### config.mk
export PLATFORM = sky130hd
export DESIGN_NAME = arithmetic_encoder_16bit_unit
export DESIGN_NICKNAME = d
export VERILOG_FILES = /design/src/hw/rtl/ae16_pkg.sv /design/src/hw/rtl/arithmetic_encoder_16bit_unit.sv
export SDC_FILE = /design/constraint.sdc
export NUM_CORES = 2
export LEC_CHECK = 0
export BUFFER_PORTS_ARGS = -buffer_cell sky130_fd_sc_hd__buf_4
export CAP_MARGIN = 5
export CORE_ASPECT_RATIO = 0.75
export CORE_UTILIZATION = 50
export CTS_CLUSTER_DIAMETER = 80
export CTS_CLUSTER_SIZE = 25
export DETAILED_ROUTE_END_ITERATION = 6
export GPL_TIMING_DRIVEN = 0
export PLACE_DENSITY = 0.66
export SLEW_MARGIN = 10
export SYNTH_ARGS = -nofsm -noshare
export SYNTH_HDL_FRONTEND = slang
export SYNTH_SLANG_ARGS = --single-unit
### constraint.sdc
create_clock -name i_clk -period 7.6 [get_ports i_clk]
set_input_delay 1.52 -clock i_clk [delete_from_list [all_inputs] [get_ports i_clk]]
set_output_delay 1.52 -clock i_clk [all_outputs]
set_load 0.03 [all_outputs]
### src/hw/rtl/ae16_pkg.sv
// Shared types and constants for the 16-bit arithmetic encoder.
// No dependencies; imported by arithmetic_encoder_16bit_unit.
package ae16_pkg;

    localparam int unsigned IN_W   = 56;
    localparam int unsigned BYTE_W = 8;
    localparam int unsigned CODE_W = 16;
    localparam int unsigned PROD_W = 32;

    localparam logic [CODE_W-1:0] HIGH_RESET  = 16'hffff;
    localparam logic [8:0]        PAT_EMPTY   = 9'h001;
    localparam logic [5:0]        MAX_RESULTS = 6'd36;
    localparam logic              CMD_ENCODE  = 1'b0;
    localparam logic              CMD_FINISH  = 1'b1;

    typedef enum logic [3:0] {
        S_IDLE,
        S_MUL_HI,
        S_DIV_HI,
        S_MUL_LO,
        S_DIV_LO,
        S_SCAN,
        S_UNDER,
        S_EMIT,
        S_FLUSH
    } t_state;

endpackage

### src/hw/rtl/arithmetic_encoder_16bit_unit.sv
// Top level of the 16-bit binary arithmetic encoder with byte output.
// Depends on ae16_pkg for the state type and constants.
//
// One request is handled at a time; o_s_tready is high only while idle. An encode
// request does two multiplies and two divisions on one shared restoring divider,
// then shifts out matching top bits (at most 16), takes underflow steps (at most
// 15), sends the coded bits with any pending bits released, and flushes; output
// stalls can hold it in the emit and flush states. An encode with a zero total
// returns to idle at once. A finish request sends the flushed and padding bits.
// Output bytes go through a one-byte hold stage and an output register, so tlast
// can mark the final byte of each request. Bytes beyond 36 in one request are
// dropped.
module arithmetic_encoder_16bit_unit #(
    parameter int unsigned PENDING_LIMIT = 255
) (
    input  logic                          i_clk,
    input  logic                          i_rst_n,
    input  logic                          i_s_tvalid,
    output logic                          o_s_tready,
    // command[0], sym_low[16:1], sym_high[32:17], total[48:33], zero above
    input  logic [ae16_pkg::IN_W-1:0]     i_s_tdata,
    output logic                          o_m_tvalid,
    input  logic                          i_m_tready,
    // out_byte[7:0]
    output logic [ae16_pkg::BYTE_W-1:0]   o_m_tdata,
    output logic                          o_m_tlast,
    // overflow[0]
    output logic [0:0]                    o_m_tuser
);
    import ae16_pkg::*;

    localparam int unsigned PW = $clog2(PENDING_LIMIT + 1);
    localparam logic [PW-1:0] PLIM = PW'(PENDING_LIMIT);

    t_state r_state, n_state;
    logic              r_cmd, n_cmd;
    logic [CODE_W-1:0] r_lo_in, n_lo_in, r_hi_in, n_hi_in, r_tot, n_tot;
    logic [CODE_W-1:0] r_low, n_low, r_high, n_high, r_nh, n_nh;
    logic [PROD_W-1:0] r_range, n_range, r_q, n_q;
    logic [CODE_W-1:0] r_rem, n_rem;
    logic [4:0]        r_cnt, n_cnt;
    logic [PW-1:0]     r_pend, n_pend;
    logic [PW:0]       r_ecnt, n_ecnt;
    logic              r_ovf, n_ovf;
    logic [8:0]        r_pat, n_pat;
    logic [CODE_W-1:0] r_bits, n_bits;
    logic [4:0]        r_k, n_k;
    logic              r_first, n_first, r_b0, n_b0;
    logic              r_hold_v, n_hold_v, r_out_v, n_out_v;
    logic [7:0]        r_hold, n_hold, r_out, n_out;
    logic              r_out_last, n_out_last, r_out_ovf, n_out_ovf;
    logic [5:0]        r_nbyte, n_nbyte;

    logic              out_free, in_cmd, emit, bitv;
    logic [CODE_W:0]   div_t;
    logic              div_ge;
    logic [PROD_W-1:0] quot;
    logic [8:0]        pat_nx;

    assign o_s_tready = (r_state == S_IDLE);
    assign o_m_tvalid = r_out_v;
    assign o_m_tdata  = r_out;
    assign o_m_tlast  = r_out_last;
    assign o_m_tuser  = r_out_ovf;
    assign out_free   = !r_out_v || i_m_tready;
    assign in_cmd     = i_s_tdata[0];

    // Shared restoring divider step, one quotient bit per cycle.
    assign div_t  = {r_rem, r_q[PROD_W-1]};
    assign div_ge = div_t >= {1'b0, r_tot};
    assign quot   = {r_q[PROD_W-2:0], div_ge};

    always_comb begin
        n_state = r_state;   n_cmd = r_cmd;     n_lo_in = r_lo_in;
        n_hi_in = r_hi_in;   n_tot = r_tot;     n_low = r_low;
        n_high = r_high;     n_nh = r_nh;       n_range = r_range;
        n_q = r_q;           n_rem = r_rem;     n_cnt = r_cnt;
        n_pend = r_pend;     n_ecnt = r_ecnt;   n_ovf = r_ovf;
        n_pat = r_pat;       n_bits = r_bits;   n_k = r_k;
        n_first = r_first;   n_b0 = r_b0;       n_hold_v = r_hold_v;
        n_hold = r_hold;     n_out_v = r_out_v; n_out = r_out;
        n_out_last = r_out_last; n_out_ovf = r_out_ovf;
        n_nbyte = r_nbyte;
        emit = 1'b0;
        bitv = 1'b0;
        pat_nx = r_pat;

        if (r_out_v && i_m_tready) begin
            n_out_v = 1'b0;
        end

        case (r_state)
            S_IDLE: begin
                if (i_s_tvalid) begin
                    n_cmd   = in_cmd;
                    n_lo_in = i_s_tdata[16:1];
                    n_hi_in = i_s_tdata[32:17];
                    n_tot   = i_s_tdata[48:33];
                    n_nbyte = '0;
                    if (in_cmd == CMD_FINISH) begin
                        n_bits  = {r_low[14], 15'd0};
                        n_first = 1'b1;
                        n_ecnt  = (PW+1)'(r_pend) + 1'b1;
                        n_k     = '0;
                        n_state = S_EMIT;
                    end else if (i_s_tdata[48:33] != '0) begin
                        n_range = {16'd0, r_high} - {16'd0, r_low} + 32'd1;
                        n_state = S_MUL_HI;
                    end
                end
            end
            S_MUL_HI: begin
                n_q = r_range * {16'd0, r_hi_in};
                n_rem = '0;
                n_cnt = '0;
                n_state = S_DIV_HI;
            end
            S_MUL_LO: begin
                n_q = r_range * {16'd0, r_lo_in};
                n_rem = '0;
                n_cnt = '0;
                n_state = S_DIV_LO;
            end
            S_DIV_HI, S_DIV_LO: begin
                n_rem = div_ge ? CODE_W'(div_t - {1'b0, r_tot}) : div_t[CODE_W-1:0];
                n_q = quot;
                n_cnt = r_cnt + 5'd1;
                if (r_cnt == 5'd31) begin
                    if (r_state == S_DIV_HI) begin
                        n_nh = quot[CODE_W-1:0] - 16'd1 + r_low;
                        n_state = S_MUL_LO;
                    end else begin
                        n_low  = r_low + quot[CODE_W-1:0];
                        n_high = r_nh;
                        n_bits = r_low + quot[CODE_W-1:0];
                        n_k    = '0;
                        n_state = S_SCAN;
                    end
                end
            end
            S_SCAN: begin
                if (r_low[15] == r_high[15]) begin
                    n_low  = {r_low[14:0], 1'b0};
                    n_high = {r_high[14:0], 1'b1};
                    n_k    = r_k + 5'd1;
                end else begin
                    // Pending bits are released after the first decided bit.
                    if (r_k != '0) begin
                        n_first = 1'b1;
                        n_ecnt  = (PW+1)'(r_pend);
                        n_pend  = '0;
                        n_k     = r_k - 5'd1;
                    end else begin
                        n_first = 1'b0;
                        n_ecnt  = '0;
                    end
                    n_state = S_UNDER;
                end
            end
            S_UNDER: begin
                if (r_low[14] && !r_high[14]) begin
                    if (r_pend < PLIM) begin
                        n_pend = r_pend + 1'b1;
                    end else begin
                        n_ovf = 1'b1;
                    end
                    n_low  = {1'b0, r_low[13:0], 1'b0};
                    n_high = {1'b1, r_high[13:0], 1'b1};
                end else begin
                    n_state = S_EMIT;
                end
            end
            S_EMIT: begin
                if (!r_hold_v || out_free) begin
                    if (r_first) begin
                        emit = 1'b1;
                        bitv = r_bits[15];
                        n_b0 = r_bits[15];
                        n_bits = {r_bits[14:0], 1'b0};
                        n_first = 1'b0;
                    end else if (r_ecnt != '0) begin
                        emit = 1'b1;
                        bitv = !r_b0;
                        n_ecnt = r_ecnt - 1'b1;
                    end else if (r_k != '0) begin
                        emit = 1'b1;
                        bitv = r_bits[15];
                        n_bits = {r_bits[14:0], 1'b0};
                        n_k = r_k - 5'd1;
                    end else if (r_cmd == CMD_FINISH && r_pat != PAT_EMPTY) begin
                        emit = 1'b1;
                        bitv = 1'b0;
                    end else begin
                        n_state = S_FLUSH;
                    end
                    if (emit) begin
                        pat_nx = {r_pat[7:0], bitv};
                        n_pat = pat_nx;
                        if (pat_nx[8]) begin
                            // A completed byte past the per-request capacity is dropped.
                            if (r_nbyte < MAX_RESULTS) begin
                                if (r_hold_v) begin
                                    n_out_v = 1'b1;
                                    n_out = r_hold;
                                    n_out_last = 1'b0;
                                    n_out_ovf = r_ovf;
                                end
                                n_hold = pat_nx[7:0];
                                n_hold_v = 1'b1;
                                n_nbyte = r_nbyte + 6'd1;
                            end
                            n_pat = PAT_EMPTY;
                        end
                    end
                end
            end
            S_FLUSH: begin
                if (!r_hold_v || out_free) begin
                    if (r_hold_v) begin
                        n_out_v = 1'b1;
                        n_out = r_hold;
                        n_out_last = 1'b1;
                        n_out_ovf = r_ovf;
                        n_hold_v = 1'b0;
                    end
                    if (r_cmd == CMD_FINISH) begin
                        n_low  = '0;
                        n_high = HIGH_RESET;
                        n_pend = '0;
                        n_pat  = PAT_EMPTY;
                        n_ovf  = 1'b0;
                    end
                    n_state = S_IDLE;
                end
            end
            default: n_state = S_IDLE;
        endcase
    end

    always_ff @(posedge i_clk) begin
        if (!i_rst_n) begin
            r_state  <= S_IDLE;
            r_low    <= '0;
            r_high   <= HIGH_RESET;
            r_pend   <= '0;
            r_ovf    <= 1'b0;
            r_pat    <= PAT_EMPTY;
            r_hold_v <= 1'b0;
            r_out_v  <= 1'b0;
            r_first  <= 1'b0;
            r_ecnt   <= '0;
            r_k      <= '0;
            r_cnt    <= '0;
            r_cmd    <= CMD_ENCODE;
            r_nbyte  <= '0;
        end else begin
            r_state  <= n_state;
            r_low    <= n_low;
            r_high   <= n_high;
            r_pend   <= n_pend;
            r_ovf    <= n_ovf;
            r_pat    <= n_pat;
            r_hold_v <= n_hold_v;
            r_out_v  <= n_out_v;
            r_first  <= n_first;
            r_ecnt   <= n_ecnt;
            r_k      <= n_k;
            r_cnt    <= n_cnt;
            r_cmd    <= n_cmd;
            r_nbyte  <= n_nbyte;
        end
        r_lo_in    <= n_lo_in;
        r_hi_in    <= n_hi_in;
        r_tot      <= n_tot;
        r_nh       <= n_nh;
        r_range    <= n_range;
        r_q        <= n_q;
        r_rem      <= n_rem;
        r_bits     <= n_bits;
        r_b0       <= n_b0;
        r_hold     <= n_hold;
        r_out      <= n_out;
        r_out_last <= n_out_last;
        r_out_ovf  <= n_out_ovf;
    end

`ifndef SYNTHESIS
    a_idle_no_hold: assert property (@(posedge i_clk) disable iff (!i_rst_n)
        o_s_tready |-> !r_hold_v)
        else $error("byte left in hold stage while idle");
    a_pend_limit: assert property (@(posedge i_clk) disable iff (!i_rst_n)
        r_pend <= PLIM)
        else $error("pending count above limit");
    a_pat_marker: assert property (@(posedge i_clk) disable iff (!i_rst_n)
        r_pat != '0)
        else $error("bit packer lost its marker bit");
    a_div_rem: assert property (@(posedge i_clk) disable iff (!i_rst_n)
        (r_state == S_DIV_HI || r_state == S_DIV_LO) |-> r_rem < r_tot)
        else $error("divider remainder not below divisor");
`endif

endmodule

==> summary.md <==
| Metric | Value |
|---|---|
| Status | `complete, but fails checks` |
| Failing checks | `DRC` |
| Slowest stage delay, CP | `0.62 ns` |
| Max-slew violation count | `0` |
| Final min period | `around 7.5 ns` |
| Largest net degree at the start of global routing | `42` |
| Cell Rows | `~80` |
| Hold Path Class | `reg2reg` |
| Top Ports | `72` |
| Core box area | `about 67000 sq um` |
| Antenna violations before repair | `9` |
| RSZ-0062 raised after global routing | `true` |
| Fmax | `between 100 and 150 MHz` |
| Synth warn | `0` |
| Slew at the pin closest to its max-slew limit | `1.14 ns` |
| Crit path arrival time | `7.96 ns` |
| Syn Nets | `roughly 4400` |
| Share of flip-flops with an asynchronous set or reset after synthesis | `0%` |
| Worst slew margin | `between 20% and 30%` |
| Mapped Cells | `about 3600` |
| Final Hold Violating Endpoints | `0` |
| Chip height | `approximately 230 microns` |
| Crit-path max FO | `10` |
| GRT Residual Overflow | `0` |
| Fillcell total | `about 6100` |
| CTS Sinks | `247` |
| Total track usage | `a little under a third` |
| Cell area after synthesis | `around 34000 sq um` |
| Initial core utilization | `between 50% and 60%` |
| First-pass GRT wire length | `approximately 160000 microns` |
| Drt first pass iters | `7` |
| Syn_area_per_cell | `between 9 and 10 sq um` |
| Worst-Skew Late Latency | `0.61 ns` |
| Clk_skew | `0.0558 ns` |
| Starting DRT DRC Count | `roughly 2800` |
| Num CTS Buffers | `22` |
| Register area share after synthesis | `between 10% and 20%` |
| Final WL | `slightly above 100000 microns` |
| Util after Layout | `a little over half` |
| Reg clk slew, reported paths | `0.11 ns` |
| Layout cell share with drive strength beyond 1 | `6.40%` |
| Clock root buffer | `clkbuf_16` |
| CP cell instances | `buf_2, nand2_1, fa_1, fa_1, fa_1, inv_1, fa_1, inv_1, fa_1, fa_1, inv_1, ha_1, and4_2, nand2_1, nor3_1, o21ai_2, o21a_2, o31ai_2, a21oi_1, o211ai_1, a22o_2` |
| Main flop type after synthesis | `edfxtp_1` |
| Kind of critical path | `reg2reg` |
| Synth top area cells | `fa_1 (33%), edfxtp_1 (15%), ha_1 (8.0%), inv_1 (7.5%), nand2_1 (5.3%)` |
| Crit end category | `flop` |
| Residual DRC | `10` |
| Die Wd | `around 300 microns` |
| Post-synth top area cell | `fa_1` |
| EDFF count, synth | `between 150 and 200` |
| P&R area growth vs syn | `8.24%` |
| Routed WL per cell | `about 22 microns` |
| Final TNS setup | `0 ns` |
| #FFs+latches synth | `247` |
| CTS tree | `yes` |
| Most frequent cells in the layout | `inv_1 (675), fa_1 (555), nand2_1 (477), and2_1 (247), ha_1 (215)` |
| Synth top area share | `between 30% and 40%` |
| Number of global-route vias before repair | `25600` |
| Post-route ant nets | `0` |
| CP most frequent cell | `fa_1` |
| H-Tree Depth | `1` |
| Clock tree buffer depth | `3` |
| Routability cong. | `just under 1` |
| Vias | `between 20000 and 30000` |
| Port Buffers | `64` |
| Vias per cell | `between 5 and 6` |
| Worst EP required | `8.06 ns` |
| Max Cap Viol | `0` |
| Final period util | `between 90% and 100%` |
| Commonest non-fill, non-tap cell in the layout | `inv_1` |
| Slowest CP cell | `edfxtp_1` |
| Die ar. | `roughly 68000 sq um` |
| CP Launch Type | `flop` |
| Count of final setup violators | `0` |
| Nets | `around 4600` |
| Yosys cell types | `90` |
| DP Wirelength | `81400 microns` |
## cell families (layout without fill, tap and decap cells)
family / after synthesis / count (layout) / share of synthesized area (%)
multiplexers: 16 / 16 / 0.479
flip-flops: 247 / 247 / 19.6
XOR/XNOR: 157 / 157 / 4.08
AND/OR/NAND/NOR: 1070 / 1070 / 15.1
adder cells (fa/ha/maj): 771 / 771 / 41.0
other: 0 / 5 / 0
AO/OA/AOI/OAI: 521 / 521 / 10.4
buffers and inverters: 836 / 954 / 9.34
## state kept, by name, indices dropped and copies added (netlist names), 9 cells and up
signal and cells:
r_bits 16, r_nh 16, r_high 16, r_hi_in 16, r_tot 16, r_rem 16
r_q 32, r_range 18, r_low 16, r_lo_in 16, r_ecnt 9
## layout make-up
type                       instances  area (sq um)  area share (%)
antenna                            5          12.5          0.0343
buffer                           144           629            1.72
clock buffer                      27           612            1.68
clock inverter                    13           220           0.603
inverter                         678          2550            6.98
multi-input combinational       2535         24000            65.8
sequential                       247          6600            18.1
tap                              882          1100            3.02
timing repair buffer              92           761            2.08
## cells in the mapped netlist, types with 5 or more instances
cell / number
a211oi_1: 30
a31oi_1: 26
a22o_1: 15
o21ai_0: 103
ha_1: 215
buf_2: 5
mux2i_1: 15
and3_1: 15
a21o_1: 24
nor3_1: 48
edfxtp_1: 165
o21ai_1: 7
o21a_1: 15
or3_1: 16
nor2b_1: 16
nand3b_1: 5
nor2_1: 137
o221ai_1: 8
a31o_2: 6
fa_1: 556
a221o_1: 6
a21oi_1: 141
nand4_1: 6
a221oi_1: 14
xor2_1: 57
inv_1: 677
nor4_1: 8
o21bai_1: 14
o31ai_1: 12
nand2b_1: 15
dfxtp_1: 82
a211o_1: 10
nand2_1: 477
clkbuf_1: 152
o211ai_1: 9
a22oi_1: 29
and2_1: 247
xnor2_1: 100
nand3_1: 54
## stage by stage
stage | hold WS (ns) | worst slack, ns | cell area [sq um] | instances
global route | 0.444 | -0.0114 | 36500 | 4618
global placement | 0.403 | -0.471 | 35300 | 4564
floorplan | 0.400 | 1.12 | 33700 | 3618
finish | 0.427 | 0.103 | 36500 | 4623
CTS | 0.428 | 0.00752 | 36300 | 4605
detailed placement | 0.405 | -0.569 | 35400 | 4567
## final timing paths
kind | startpoint | endpoint | slack (ns) | cells past startpoint
max | r_range[2] | r_q[31] | 0.10 | 21
min | r_hold[1] | o_m_tdata[1] | 0.43 | 0
max reg2reg | r_range[2] | r_q[31] | 0.10 | 21
min reg2reg | r_hold[1] | o_m_tdata[1] | 0.43 | 0
## critical path, delay by kind of cell (launching register included)
family | cells | cell delay, ns
compound gates | 6 | 1.94
fa+ha+maj | 7 | 3.31
buf+inv | 4 | 0.67
flops | 1 | 0.62
simple gates | 4 | 0.85
## layer usage
layer / up-vias / part of all wire [%] / track usage, %
met5: - / 0.014 / 0
met4: 2 / 2.8 / 6.70
met3: 153 / 12 / 8.89
met2: 1262 / 39 / 41.2
met1: 13100 / 46 / 47.3
li1: 11700 / - / -
## what timing repair did
action                     CTS  global route
pin swaps                    0             1
hold buffers                 0             0
hold endpoints to repair     0             0
resized for setup           33            75
setup endpoints to repair    8            11
buffers inserted             2            23
Power is not shown: default switching activity piles up to over one toggle a cycle in this logic, so the estimate is an artifact.
